### src/hdl/tsa_pkg.sv
// Shared types and constants for the touch sample averager.
// Depends on nothing; the top level and the checker import it.
package tsa_pkg;

	localparam int DEPTH_DEF       = 4;
	localparam int SAMPLE_BITS_DEF = 10;
	localparam int THRESH_W        = 11;
	localparam int USER_W          = 3;

	localparam logic [THRESH_W-1:0] JUMP_THRESH_RST = 11'd64;
	localparam logic [THRESH_W-1:0] MOVE_THRESH_RST = 11'd16;

	typedef enum logic {
		REG_JUMP_THRESH = 1'b0,
		REG_MOVE_THRESH = 1'b1
	} reg_index_t;

	typedef enum logic [1:0] {
		ST_IDLE  = 2'd0,
		ST_STILL = 2'd1,
		ST_MOVED = 2'd2
	} status_t;

endpackage

### src/hdl/tsa_ring.sv
// Sample ring storage: one synchronous memory of (x, y) pairs with a registered read.
// Per-entry valid bits make never-written entries read as zero; a read of the entry
// being written in the same cycle returns the new data. Uses no package items.
module tsa_ring #(
	parameter int DEPTH = 4,
	parameter int WIDTH = 20,
	localparam int AW = $clog2(DEPTH)
) (
	input  logic             clk,
	input  logic             arst_n,
	input  logic             rd_en,
	input  logic [AW-1:0]    rd_addr,
	output logic [WIDTH-1:0] rd_data,
	input  logic             wr_en,
	input  logic [AW-1:0]    wr_addr,
	input  logic [WIDTH-1:0] wr_data
);

	logic [WIDTH-1:0] mem [DEPTH];
	logic [DEPTH-1:0] valid_q;
	logic [WIDTH-1:0] rd_data_q;

	always_ff @(posedge clk) begin
		if (wr_en) begin
			mem[wr_addr] <= wr_data;
		end
	end

	always_ff @(posedge clk or negedge arst_n) begin
		if (!arst_n) begin
			valid_q <= '0;
		end else if (wr_en) begin
			valid_q[wr_addr] <= 1'b1;
		end
	end

	// Write-first: a read that collides with the write sees the new pair.
	always_ff @(posedge clk) begin
		if (rd_en) begin
			priority if (wr_en && (wr_addr == rd_addr)) begin
				rd_data_q <= wr_data;
			end else if (valid_q[rd_addr]) begin
				rd_data_q <= mem[rd_addr];
			end else begin
				rd_data_q <= '0;
			end
		end
	end

	assign rd_data = rd_data_q;

endmodule

### src/hdl/touch_sample_averager_top.sv
// Top level of the touch sample averager: sample ring, running sums, mean and press status.
// Depends on tsa_pkg and instantiates tsa_ring.
//
//  channel   dir  handshake          payload
//  s_*       in   s_tvalid/s_tready  tdata {y, x}, tuser {touching}
//  m_*       out  m_tvalid/m_tready  tdata {avg_y, avg_x}, tuser {status, is_pressed}
//  cfg_*     in   cfg_we only        cfg_index selects the threshold, cfg_data its value
//
// One item is taken per clock when the output side keeps up; its result passes through
// stage 1, stage 2, stage 3 and the output register, where it can leave. The ring takes
// one read and one write per cycle: the read of the slot about to be overwritten is
// issued on the transfer, the write-back and running-sum update follow once stage 1
// moves into stage 2.
// Reset clears the ring's valid bits at once, so no clearing pass is needed.
// A stage holds only while the stage ahead of it is full and not moving, so bubbles
// are squeezed out and input is still taken while a finished result waits.
module touch_sample_averager_top #(
	parameter int DEPTH       = tsa_pkg::DEPTH_DEF,
	parameter int SAMPLE_BITS = tsa_pkg::SAMPLE_BITS_DEF,
	localparam int DATA_W     = ((2 * SAMPLE_BITS + 7) / 8) * 8
) (
	input  logic                          clk,
	input  logic                          arst_n,
	// Input sample pairs.
	input  logic                          s_tvalid,
	output logic                          s_tready,
	input  logic [DATA_W-1:0]             s_tdata,   // sample_x, sample_y, zero pad
	input  logic                          s_tuser,   // touching
	// Averaged results.
	output logic                          m_tvalid,
	input  logic                          m_tready,
	output logic [DATA_W-1:0]             m_tdata,   // avg_x, avg_y, zero pad
	output logic [tsa_pkg::USER_W-1:0]    m_tuser,   // is_pressed, touch_status[1:0]
	// Threshold writes.
	input  logic                          cfg_we,
	input  tsa_pkg::reg_index_t           cfg_index,
	input  logic [tsa_pkg::THRESH_W-1:0]  cfg_data
);
	import tsa_pkg::*;

	localparam int AW      = $clog2(DEPTH);
	localparam int FILL_W  = $clog2(DEPTH + 1);
	localparam int SUM_W   = SAMPLE_BITS + AW;
	localparam int DIST_W  = SAMPLE_BITS + 1;
	localparam int CMP_W   = (DIST_W > THRESH_W) ? DIST_W : THRESH_W;
	localparam int PAIR_W  = 2 * SAMPLE_BITS;
	// The mean is a multiply by a rounded-up reciprocal of DEPTH; with this shift the
	// quotient is exact for every sum that fits in SUM_W bits.
	localparam int RECIP_K = SUM_W + AW;
	localparam longint RECIP_L = ((longint'(1) << RECIP_K) + DEPTH - 1) / DEPTH;
	localparam logic [SUM_W:0] RECIP_M = RECIP_L[SUM_W:0];
	localparam int PROD_W  = 2 * SUM_W + 1;

	// Configuration registers.
	logic [THRESH_W-1:0] jump_thresh_q;
	logic [THRESH_W-1:0] move_thresh_q;

	always_ff @(posedge clk or negedge arst_n) begin
		if (!arst_n) begin
			jump_thresh_q <= JUMP_THRESH_RST;
			move_thresh_q <= MOVE_THRESH_RST;
		end else if (cfg_we) begin
			unique case (cfg_index)
				REG_JUMP_THRESH: jump_thresh_q <= cfg_data;
				REG_MOVE_THRESH: move_thresh_q <= cfg_data;
			endcase
		end
	end

	// Stage enables. Each stage loads when it is empty or the next one moves.
	logic v_s1, v_s2, v_s3, m_tvalid_q;
	logic en_out, en3, en2, en1, accept;

	assign en_out   = !m_tvalid_q || m_tready;
	assign en3      = !v_s3 || en_out;
	assign en2      = !v_s2 || en3;
	assign en1      = !v_s1 || en2;
	assign s_tready = en1;
	assign accept   = s_tvalid && en1;

	// Input decode and the fill decision, taken on the transfer itself so that the
	// next item already sees the updated fill level and newest pair.
	logic [SAMPLE_BITS-1:0] in_x, in_y;
	logic                   touching;

	assign in_x     = s_tdata[SAMPLE_BITS-1:0];
	assign in_y     = s_tdata[PAIR_W-1:SAMPLE_BITS];
	assign touching = s_tuser;

	logic [FILL_W-1:0]      fill_q, fill_d;
	logic [AW-1:0]          newest_slot_q, newest_slot_d, slot_d;
	logic                   pressed_q, pressed_d, store_d;
	logic [SAMPLE_BITS-1:0] newest_x_q, newest_y_q;
	logic [SAMPLE_BITS-1:0] jdx, jdy;
	logic [DIST_W-1:0]      jump_dist;
	logic                   jump;

	// newest_x_q/newest_y_q hold the last stored pair, the one that stage 1 writes into
	// the newest ring slot, so the jump test needs no memory read.
	assign jdx       = (in_x > newest_x_q) ? in_x - newest_x_q : newest_x_q - in_x;
	assign jdy       = (in_y > newest_y_q) ? in_y - newest_y_q : newest_y_q - in_y;
	assign jump_dist = DIST_W'(jdx) + DIST_W'(jdy);
	assign jump      = CMP_W'(jump_dist) >= CMP_W'(jump_thresh_q);

	always_comb begin
		fill_d        = fill_q;
		newest_slot_d = newest_slot_q;
		pressed_d     = pressed_q;
		slot_d        = newest_slot_q;
		store_d       = 1'b0;
		if (!touching) begin
			// Release empties the ring but leaves the slot contents in place.
			fill_d    = '0;
			pressed_d = 1'b0;
		end else begin
			store_d = 1'b1;
			priority if ((fill_q == '0) || jump) begin
				fill_d        = FILL_W'(1);
				slot_d        = '0;
				newest_slot_d = '0;
			end else if (fill_q < FILL_W'(DEPTH)) begin
				slot_d        = fill_q[AW-1:0];
				newest_slot_d = fill_q[AW-1:0];
				fill_d        = fill_q + FILL_W'(1);
			end else begin
				// Ring is full: overwrite the oldest slot and latch pressed.
				slot_d        = (newest_slot_q == AW'(DEPTH - 1)) ? '0
				                : newest_slot_q + AW'(1);
				newest_slot_d = slot_d;
				pressed_d     = 1'b1;
			end
		end
	end

	always_ff @(posedge clk or negedge arst_n) begin
		if (!arst_n) begin
			fill_q        <= '0;
			newest_slot_q <= '0;
			pressed_q     <= 1'b0;
		end else if (accept) begin
			fill_q        <= fill_d;
			newest_slot_q <= newest_slot_d;
			pressed_q     <= pressed_d;
		end
	end

	always_ff @(posedge clk) begin
		if (accept && store_d) begin
			newest_x_q <= in_x;
			newest_y_q <= in_y;
		end
	end

	// Stage 1: the ring read of the target slot is in flight.
	logic                   store_s1, pressed_s1;
	logic [AW-1:0]          slot_s1;
	logic [SAMPLE_BITS-1:0] x_s1, y_s1;

	always_ff @(posedge clk or negedge arst_n) begin
		if (!arst_n) begin
			v_s1 <= 1'b0;
		end else if (en1) begin
			v_s1 <= accept;
		end
	end

	always_ff @(posedge clk) begin
		if (en1) begin
			store_s1   <= store_d;
			pressed_s1 <= pressed_d;
			slot_s1    <= slot_d;
			x_s1       <= in_x;
			y_s1       <= in_y;
		end
	end

	logic              ring_we;
	logic [PAIR_W-1:0] ring_rd;

	assign ring_we = en2 && v_s1 && store_s1;

	tsa_ring #(
		.DEPTH (DEPTH),
		.WIDTH (PAIR_W)
	) u_ring (
		.clk     (clk),
		.arst_n  (arst_n),
		.rd_en   (en1),
		.rd_addr (slot_d),
		.rd_data (ring_rd),
		.wr_en   (ring_we),
		.wr_addr (slot_s1),
		.wr_data ({y_s1, x_s1})
	);

	// Running sums over all DEPTH slots: drop the overwritten pair, add the new one.
	logic [SUM_W-1:0] sum_x_q, sum_y_q;

	always_ff @(posedge clk or negedge arst_n) begin
		if (!arst_n) begin
			sum_x_q <= '0;
			sum_y_q <= '0;
		end else if (ring_we) begin
			sum_x_q <= sum_x_q - SUM_W'(ring_rd[SAMPLE_BITS-1:0]) + SUM_W'(x_s1);
			sum_y_q <= sum_y_q - SUM_W'(ring_rd[PAIR_W-1:SAMPLE_BITS]) + SUM_W'(y_s1);
		end
	end

	// Stage 2: sums hold this item's totals; stage 3 registers the means.
	logic                   pressed_s2, pressed_s3;
	logic [PROD_W-1:0]      prod_x, prod_y;
	logic [SAMPLE_BITS-1:0] avg_x_s3, avg_y_s3;

	assign prod_x = PROD_W'(sum_x_q) * PROD_W'(RECIP_M);
	assign prod_y = PROD_W'(sum_y_q) * PROD_W'(RECIP_M);

	always_ff @(posedge clk or negedge arst_n) begin
		if (!arst_n) begin
			v_s2 <= 1'b0;
			v_s3 <= 1'b0;
		end else begin
			if (en2) begin
				v_s2 <= v_s1;
			end
			if (en3) begin
				v_s3 <= v_s2;
			end
		end
	end

	always_ff @(posedge clk) begin
		if (en2) begin
			pressed_s2 <= pressed_s1;
		end
		if (en3) begin
			pressed_s3 <= pressed_s2;
			avg_x_s3   <= prod_x[RECIP_K +: SAMPLE_BITS];
			avg_y_s3   <= prod_y[RECIP_K +: SAMPLE_BITS];
		end
	end

	// Press status, evaluated as each result enters the output register.
	logic [SAMPLE_BITS-1:0] anchor_x_q, anchor_y_q;
	logic                   anchor_held_q, anchor_held_d;
	logic                   moved_q, moved_d, load_anchor;
	status_t                status_d;
	logic [SAMPLE_BITS-1:0] mdx, mdy;
	logic [DIST_W-1:0]      move_dist;

	assign mdx       = (anchor_x_q > avg_x_s3) ? anchor_x_q - avg_x_s3 : avg_x_s3 - anchor_x_q;
	assign mdy       = (anchor_y_q > avg_y_s3) ? anchor_y_q - avg_y_s3 : avg_y_s3 - anchor_y_q;
	assign move_dist = DIST_W'(mdx) + DIST_W'(mdy);

	always_comb begin
		status_d      = ST_IDLE;
		anchor_held_d = anchor_held_q;
		moved_d       = moved_q;
		load_anchor   = 1'b0;
		priority if (!pressed_s3) begin
			anchor_held_d = 1'b0;
		end else if (!anchor_held_q) begin
			// First pressed result: this mean becomes the anchor.
			load_anchor   = 1'b1;
			anchor_held_d = 1'b1;
			moved_d       = 1'b0;
			status_d      = ST_STILL;
		end else if (!moved_q && (CMP_W'(move_dist) < CMP_W'(move_thresh_q))) begin
			status_d = ST_STILL;
		end else begin
			// Once moved, the status sticks until the press ends.
			moved_d  = 1'b1;
			status_d = ST_MOVED;
		end
	end

	logic                   update;
	logic [SAMPLE_BITS-1:0] avg_x_q, avg_y_q;
	logic                   is_pressed_q;
	status_t                status_q;

	assign update = en_out && v_s3;

	always_ff @(posedge clk or negedge arst_n) begin
		if (!arst_n) begin
			m_tvalid_q    <= 1'b0;
			anchor_held_q <= 1'b0;
			moved_q       <= 1'b0;
		end else begin
			if (en_out) begin
				m_tvalid_q <= v_s3;
			end
			if (update) begin
				anchor_held_q <= anchor_held_d;
				moved_q       <= moved_d;
			end
		end
	end

	always_ff @(posedge clk) begin
		if (update) begin
			avg_x_q      <= avg_x_s3;
			avg_y_q      <= avg_y_s3;
			is_pressed_q <= pressed_s3;
			status_q     <= status_d;
			if (load_anchor) begin
				anchor_x_q <= avg_x_s3;
				anchor_y_q <= avg_y_s3;
			end
		end
	end

	assign m_tvalid = m_tvalid_q;
	assign m_tdata  = DATA_W'({avg_y_q, avg_x_q});
	assign m_tuser  = {status_q, is_pressed_q};

endmodule

### config.mk
export PLATFORM = sky130hd
export DESIGN_NAME = touch_sample_averager_top
export DESIGN_NICKNAME = d
export VERILOG_FILES = /design/src/hdl/tsa_pkg.sv /design/src/hdl/tsa_ring.sv /design/src/hdl/touch_sample_averager_top.sv
export SDC_FILE = /design/constraint.sdc
export NUM_CORES = 1
export LEC_CHECK = 0
export ABC_AREA = 1
export BUFFER_PORTS_ARGS = -buffer_cell sky130_fd_sc_hd__buf_2
export CAP_MARGIN = 10
export CORE_MARGIN = 2
export CORE_UTILIZATION = 61
export CTS_CLUSTER_SIZE = 40
export DETAILED_ROUTE_END_ITERATION = 8
export GPL_TIMING_DRIVEN = 1
export PLACE_DENSITY = 0.79
export SETUP_SLACK_MARGIN = 0.02
export SYNTH_ARGS = -nofsm -noshare
export SYNTH_HDL_FRONTEND = slang
export SYNTH_SLANG_ARGS = --single-unit
### constraint.sdc
create_clock -name clk -period 7.9 [get_ports clk]
set_input_delay 2.37 -clock clk [delete_from_list [all_inputs] [get_ports clk]]
set_output_delay 2.37 -clock clk [all_outputs]
set_load 0.005 [all_outputs]
==> out/results.tsv, run 1 <==
stage	metric	value	unit
run_status	run status	completed	
logic_synthesis	Seq/Total Area, Yosys	46.1	%
global_routing	first-pass GRT wire length	57.5	mm
pwr	Switching Fraction	42.3	%
logic_synthesis	Post-synth EDFFs	209	
setup_path	FF-to-FF path depth	35	
place	HPWL after detailed placement	26.5	mm
setup_path	CP max stage cell	fa_1	
worst_hold_path	launch point of the worst hold path	pressed_s2	
sta	Worst Max-Slew Pin Slew	0.804	ns
sta	Tmin final	7.30	ns
worst_hold_path	WHS Endpoint	pressed_s3	
cts	Root Driver	clkbuf_16	
pwr	Pwr Density	409	nW/um2
cells_and_area	Total Nets Final	2182	
drt	final antenna-violating net count	0	
cells_and_area	Antenna diodes	0	
drt	final wirelength	34.4	mm
setup_path	RR Startpoint	newest_x_q[0]	
sta	Max Clk Rate	137	MHz
setup_path	Crit Path Class	input pin to register	
place	# port buffers	62	
sta	Final Setup Violations	0	
logic_synthesis	ys flop type	edfxtp_1	
drt	drt wl/cell	14.5	um
sta	unrepaired setup endpoints after global routing	false	
sta	Final Hold Fails	0	
logic_synthesis	top-area cell type share of the netlist area	36.9	%
drt	residual DRC count	0	
worst_hold_path	hold depth	0	
logic_synthesis	asr flop ratio synth	22.9	%
logic_synthesis	Yosys Warn Count	0	
setup_path	CP Launch Point	s_tdata[0]	
pwr	Seq pwr share	27.0	%
floorplanning	core area	27600	um2
setup_path	R2R Setup Slk	2.23	ns
setup_path	CP arrival	7.60	ns
drt	via count	12400	
global_routing	Tot GR Track Use	24.4	%
setup_path	reg2reg end	u_ring.rd_data[13]	
cells_and_area	area growth from synthesis to layout	10.7	%
logic_synthesis	count leader, synth	inv_1	
global_routing	gr ovfl total	0	
pwr	Tot Pwr	7.69	mW
cells_and_area	share of layout cells above drive strength 1	9.04	%
drt	drt first pass iters	5	
pwr	Max rail drop VDD	0.000264	V
logic_synthesis	synth unique cells	47	
setup_path	Worst Path Required	8.20	ns
floorplanning	initial core utilization	61.5	%
sta	Final TNS setup	0	ns
logic_synthesis	Post-Syn Area	17000	um2
global_routing	vias in the first global route	12200	
floorplanning	die area	29200	um2
floorplanning	width of the die	171	um
cts	CTS resizes	0	
setup_path	crit path max fanout	20	
sta	Final Max Tran Viols	0	
setup_path	most used cell, CP	nand2_1	
pwr	total net switching power	3.25	mW
place	routability cong.	0.979	
global_routing	antenna violations before repair	0	
cells_and_area	fin util	68.1	%
cts	post-CTS setup buffers	0	
logic_synthesis	top post-synthesis cells by count	416 x inv_1, 362 x nand2_1, 209 x edfxtp_1	
pwr	leakage power	9.33	nW
cts	CTS tree	done	
worst_hold_path	HP Class	register to register	
sta	Rel. slew slack	46.4	%
global_routing	largest net degree at the start of global routing	63	
setup_path	max incr delay on CP	0.49	ns
cts	worst skew pair latency	0.54	ns
cts	# H-tree levels	1	
cells_and_area	post-route cell area	18800	um2
cts	CTS clk-pin slew, worst paths	0.06	ns
cts	CTS Buf Count	30	
logic_synthesis	cell accounting for the most synthesized area	edfxtp_1	
logic_synthesis	Avg Cell Area, Syn	8.98	um2
setup_path	CP Capture Type	register	
sta	Fin Clk Skew	0.0128	ns
pwr	Int Power	4.44	mW
cts	clk sink count	271	
pwr	Gate power share	54.0	%
flow_run	max-cap violations	0	
setup_path	CP startpoint kind	input pin	
logic_synthesis	flops & latches, synth	271	
logic_synthesis	cells after synthesis	1893	
drt	initial detailed-routing violation count	806	
cts	Post-CTS Hold Buffers	0	
pwr	clock share of power	19.0	%
sta	fin crit share	92.4	%
cells_and_area	FILL cells	2144	
cts	Max clock buf depth	3	
logic_synthesis	most area-consuming cells after synthesis	edfxtp_1 37%, ha_1 11%, inv_1 9.2%	
floorplanning	io pins	71	
floorplanning	row cnt	61	
drt	vias per inst	5.25	
place	placed cell area	17700	um2
floorplanning	die height	171	um
power by group through the flow:
stage,Combinational (mW),Sequential [mW],Clock (mW)
finish,4.15,2.08,1.46
global route,4.79,2.12,1.54
CTS,4.16,2.08,1.48
detailed placement,4.13,2.11,0
global placement,3.94,2.09,0
floorplan,3.25,2.05,0
worst max-delay path by stage:
| stage | slack [ns] | cells past startpoint | end |
|---|---|---|---|
| after CTS | 0.67 | 37 | u_ring.rd_data[3] |
| final | 0.60 | 37 | u_ring.rd_data[13] |
| after detailed placement | 0.11 | 37 | u_ring.rd_data[13] |
| after global placement | 0.22 | 37 | u_ring.rd_data[13] |
| after floorplan | 0.91 | 38 | u_ring.rd_data[13] |
| after global routing | 0.14 | 37 | u_ring.rd_data[1] |
final cells by class:
type / instances / area (um2) / area share, %
Inverter: 424 / 1590 / 8.46
Clock buffer: 41 / 865 / 4.60
Multi-Input combinational cell: 1154 / 7310 / 38.9
Sequential cell: 271 / 7830 / 41.6
Timing Repair Buffer: 86 / 541 / 2.87
Tap cell: 378 / 473 / 2.52
Clock inverter: 15 / 196 / 1.04
critical path, delay by kind of cell:
family | cells | cell delay (ns)
AO/OA/AOI/OAI | 7 | 1.12
adder cells (fa/ha/maj) | 4 | 1.20
AND/OR/NAND/NOR | 18 | 2.14
buffers and inverters | 8 | 0.76
layer usage:
metal	global-route usage [%]	vias to the layer above	share of wire [%]
li1	-	6247	-
met1	30.8	5842	43
met2	44.3	296	51
met3	3.10	51	4.4
met4	6.89	0	2.2
met5	0	-	0
cell families (layout without fill, tap and decap cells):
logic type / count (synthesis) / after routing / share of synthesized area [%]
AO/OA/AOI/OAI: 265 / 265 / 8.67
AND/OR/NAND/NOR: 646 / 646 / 16.7
other: 1 / 4 / 0.0221
adder cells (fa/ha/maj): 173 / 173 / 14.1
XOR/XNOR: 65 / 65 / 3.35
multiplexers: 1 / 1 / 0.0589
buffers and inverters: 471 / 566 / 11.0
flip-flops: 271 / 271 / 46.1
layout by cell type (no fill, tap or decap), types with 3 or more instances in the layout:
cell type	count
xor2_1	50
nand3_2	20
buf_2	62
clkbuf_8	3
o21ai_1	4
inv_2	9
o21bai_1	13
o2111ai_1	8
nor3_1	5
clkbuf_1	6
clkinv_4	3
o22ai_1	5
dfrtp_1	60
o211ai_1	6
clkinv_1	3
clkinvlp_4	3
a211oi_1	3
xnor2_1	15
conb_1	4
ha_1	143
a21oi_1	108
edfxtp_1	209
o21ai_0	101
buf_4	20
nand2_1	362
inv_1	415
nor2_1	70
clkbuf_16	32
nand2_2	6
fa_1	30
nand4_1	6
a21o_1	7
nand3_1	165
bufinv_16	4
buf_12	4
nor2_2	4
stage by stage:
step / hold slack (ns) / std cells / setup slack [ns]
6_report: 0.423 / 2369 / 0.598
5_1_grt: 0.429 / 2369 / 0.142
4_1_cts: 0.423 / 2369 / 0.669
3_5_place_dp: 0.406 / 2313 / 0.113
3_3_place_gp: 0.406 / 2313 / 0.221
2_1_floorplan: 0.400 / 1896 / 0.907
state kept, by name, summed over array words and instances, names as in the netlist, 3 cells and up:
name and flops:
y_s1 10, newest_y_q 10, fill_q 3, sum_x_q 12, u_ring.valid_q 4, move_thresh_q 11, u_ring.rd_data 20, avg_x_q 10
sum_y_q 12, avg_x_s3 10, jump_thresh_q 11, avg_y_s3 10, x_s1 10, newest_x_q 10, avg_y_q 10, anchor_y_q 10
u_ring.mem 80, anchor_x_q 10
Note: power is estimated with default switching activity, not from simulation.
==> run 2, diff against run 1 <==
- SYNTH_HIERARCHICAL: default -> 1
==> run 2 against run 1 <==
Compared with the run above: sequential power rose by 2%; via count rose by 8.0%; design area rose by 2.4%; sequential share of layout area down 0.99 points; die area increased by 3.4%; final cell count increased by 7.8%; total power up 7.9%; global-route usage increased by 0.97 points; non-clock buffer count grew 2; fmax about the same; register-to-register slack got worse by 0.03 ns; core utilization decreased by 0.59 points; critical path type unchanged; largest cell class unchanged; largest power group unchanged.
==> out/results.tsv, run 2 <==
stage	metric	value	unit
run_status	run status	completed	
floorplanning	initial core utilization	61.6	%
drt	final wirelength	37.7	mm
floorplanning	core area	28500	um2
logic_synthesis	count leader, synth	nand2_1	
logic_synthesis	ys flop type	edfxtp_1	
sta	Rel. slew slack	37.8	%
cts	Post-CTS Hold Buffers	0	
cells_and_area	fin util	67.5	%
drt	drt first pass iters	7	
global_routing	antenna violations before repair	0	
cells_and_area	final non-filler cell total	2554	
logic_synthesis	cells after synthesis	2072	
setup_path	R2R Setup Slk	2.20	ns
global_routing	gr ovfl total	0	
drt	initial detailed-routing violation count	765	
global_routing	GR peak layer	met2	
cts	Root Driver	clkbuf_16	
drt	final antenna-violating net count	0	
global_routing	M1 GR Usage	30.6	%
cells_and_area	most frequent cells in the layout	503 x nand2_1, 444 x inv_1, 209 x edfxtp_1, 155 x nand3_1, 143 x ha_1	
logic_synthesis	Post-synth EDFFs	209	
setup_path	CP Capture Type	register	
sta	unrepaired setup endpoints after global routing	false	
floorplanning	io pins	71	
sta	PnR worst setup slack	0.595	ns
place	pre-CTS setup slack	0.0766	ns
cells_and_area	post-route cell area	19300	um2
floorplanning	die area	30200	um2
setup_path	CP max stage cell	fa_1	
pwr	Tot Pwr	8.29	mW
sta	Fin Clk Skew	0.0272	ns
setup_path	Crit Path Class	input pin to register	
setup_path	CP startpoint kind	input pin	
sta	Final Hold Fails	0	
logic_synthesis	Avg Cell Area, Syn	8.48	um2
drt	vias per inst	5.26	
drt	residual DRC count	0	
global_routing	met2 GRT Util	46.3	%
sta	Worst Max-Slew Pin Slew	0.931	ns
logic_synthesis	top-area cell type share of the netlist area	35.7	%
floorplanning	width of the die	174	um
sta	hold_ws	0.430	ns
global_routing	vias in the first global route	13600	
setup_path	Worst Path Required	8.21	ns
cells_and_area	FILL cells	2315	
sta	Final Max Tran Viols	0	
drt	via count	13400	
worst_hold_path	WHS Endpoint	pressed_s2	
setup_path	max incr delay on CP	0.46	ns
sta	Tmin final	7.31	ns
global_routing	met3 Use GR	2.85	%
setup_path	CP arrival	7.62	ns
cells_and_area	Total Nets Final	2361	
logic_synthesis	post-synthesis xor/xnor area fraction	3.44	%
cells_and_area	max reg flops	80	
logic_synthesis	Adder-Cell Fraction of Synth Area	13.6	%
worst_hold_path	launch point of the worst hold path	pressed_s1	
cts	worst skew pair latency	0.56	ns
sta	fin crit share	92.5	%
sta	Final Setup Violations	0	
setup_path	FF-to-FF path depth	34	
logic_synthesis	flops & latches, synth	271	
global_routing	Tot GR Track Use	25.4	%
floorplanning	row cnt	62	
cells_and_area	area growth from synthesis to layout	9.57	%
cells_and_area	share of layout cells above drive strength 1	8.62	%
drt	drt wl/cell	14.8	um
logic_synthesis	largest family of logic cells by synthesized area	simple AND/OR/NAND/NOR gates	
global_routing	first-pass GRT wire length	62.9	mm
cells_and_area	Antenna diodes	0	
logic_synthesis	compound-gate portion of the synthesized area	7.57	%
cts	post-CTS setup buffers	0	
worst_hold_path	hold depth	0	
sta	Final TNS setup	0	ns
logic_synthesis	cell accounting for the most synthesized area	edfxtp_1	
place	placed cell area	18300	um2
cells_and_area	most common cell after layout, fill and taps aside	nand2_1	
logic_synthesis	Seq/Total Area, Yosys	44.5	%
logic_synthesis	most area-consuming cells after synthesis	edfxtp_1 36%, nand2_1 11%, ha_1 10%	
cts	# H-tree levels	1	
cts	Max clock buf depth	3	
worst_hold_path	HP Class	register to register	
setup_path	RR Startpoint	newest_x_q[0]	
logic_synthesis	asr flop ratio synth	22.9	%
pwr	Max rail drop VDD	0.000259	V
place	routability cong.	0.933	
setup_path	most used cell, CP	nand2_1	
place	# port buffers	62	
logic_synthesis	top post-synthesis cells by count	503 x nand2_1, 444 x inv_1, 209 x edfxtp_1	
logic_synthesis	Post-Syn Area	17600	um2
floorplanning	die height	174	um
cts	CTS Buf Count	30	
global_routing	largest net degree at the start of global routing	63	
place	HPWL after detailed placement	28.3	mm
logic_synthesis	Simple-Gate Fraction of Synth Area	19.4	%
cts	clk sink count	271	
setup_path	Crit path max-delay family	simple AND/OR/NAND/NOR gates	
setup_path	reg2reg end	u_ring/rd_data[15]	
sta	Max Clk Rate	137	MHz
setup_path	crit path max fanout	14	
setup_path	Buf+Inv Stages, Crit Path	7	
cts	CTS tree	done	
flow_run	max-cap violations	0	
place	placed cells	2498	
pwr	leakage power	9.74	nW
logic_synthesis	Yosys Warn Count	6	
cells_and_area	Most flops, register	u_ring/mem	
logic_synthesis	mux cell area share after synthesis	0	%
cts	CTS clk-pin slew, worst paths	0.06	ns
pwr	Pwr Density	430	nW/um2
logic_synthesis	synth unique cells	43	
==> run 2: cell types whose count changed after synthesis, sizes merged, moves of 4 or more <==
| cell | previous run | this run |
|---|---|---|
| nand3 | 185 | 156 |
| inv | 424 | 453 |
| o21bai | 14 | 7 |
| o2111ai | 8 | 2 |
| xnor2 | 15 | 19 |
| nor3 | 5 | 10 |
| nand2 | 368 | 520 |
| clkbuf | 16 | 8 |
| buf | 31 | 41 |
| o21a | 2 | 7 |
| nor2 | 76 | 107 |
| o22ai | 5 | 0 |
| nand4 | 7 | 16 |
| a21oi | 109 | 101 |
==> run 2: layout make-up <==
| cell class | count | area, um2 | share of cell area [%] |
|---|---|---|---|
| sequential | 271 | 7830 | 40.7 |
| clock buffer | 41 | 845 | 4.39 |
| timing repair buffer | 88 | 518 | 2.69 |
| clock inverter | 15 | 126 | 0.656 |
| multi-input combinational | 1302 | 7760 | 40.3 |
| inverter | 453 | 1700 | 8.83 |
| tap | 384 | 480 | 2.49 |
==> run 2: cell families (layout without fill, tap and decap cells) <==
logic type / Yosys count / after routing
buf+inv: 502 / 597
fa+ha+maj: 173 / 173
simple gates: 815 / 815
other cells: 1 / 4
flops: 271 / 271
compound gates: 241 / 241
xor+xnor: 69 / 69
==> run 2: what timing repair did <==
| action | in CTS | in global routing |
|---|---|---|
| gates resized for setup | 0 | 1 |
| setup endpoints to repair | 0 | 20 |
| hold endpoints to repair | 0 | 0 |
==> run 2: worst max path at each step <==
stage | start | end | slack, ns | depth (start not counted)
3_5_place_dp | s_tdata[0] | u_ring/rd_data[9] | 0.08 | 34
4_1_cts | s_tdata[0] | u_ring/rd_data[15] | 0.62 | 34
5_1_grt | s_tdata[2] | u_ring/rd_data[2] | 0.04 | 36
2_1_floorplan | s_tdata[0] | u_ring/rd_data[14] | 1.03 | 38
3_3_place_gp | s_tdata[0] | u_ring/rd_data[1] | 0.13 | 34
6_report | s_tdata[0] | u_ring/rd_data[15] | 0.59 | 34
==> run 2: layer usage <==
| layer | vias to the layer above | wire length, um |
|---|---|---|
| li1 | 6708 | - |
| met1 | 6255 | 15400 |
| met2 | 381 | 18800 |
| met3 | 87 | 2000 |
| met4 | 0 | 1530 |
| met5 | - | 0 |
==> run 2: worst register-to-register path: cells and delay by family (launching register included) <==
kind	cells	cell delay (ns)
and+or+nand+nor	17	1.94
adders and majority gates	4	1.19
AOI/OAI and AO/OA	5	1.02
buffers and inverters	6	0.61
DFF	1	0.39
xor gates and xnor gates	2	0.34
==> run 2: report_power, final <==
group	leakage, nW	switching [mW]	internal [mW]
Clock	0.477	0.573	0.788
Combinational	6.50	2.96	1.83
Sequential	2.77	0.207	1.93
Total	9.74	3.74	4.55
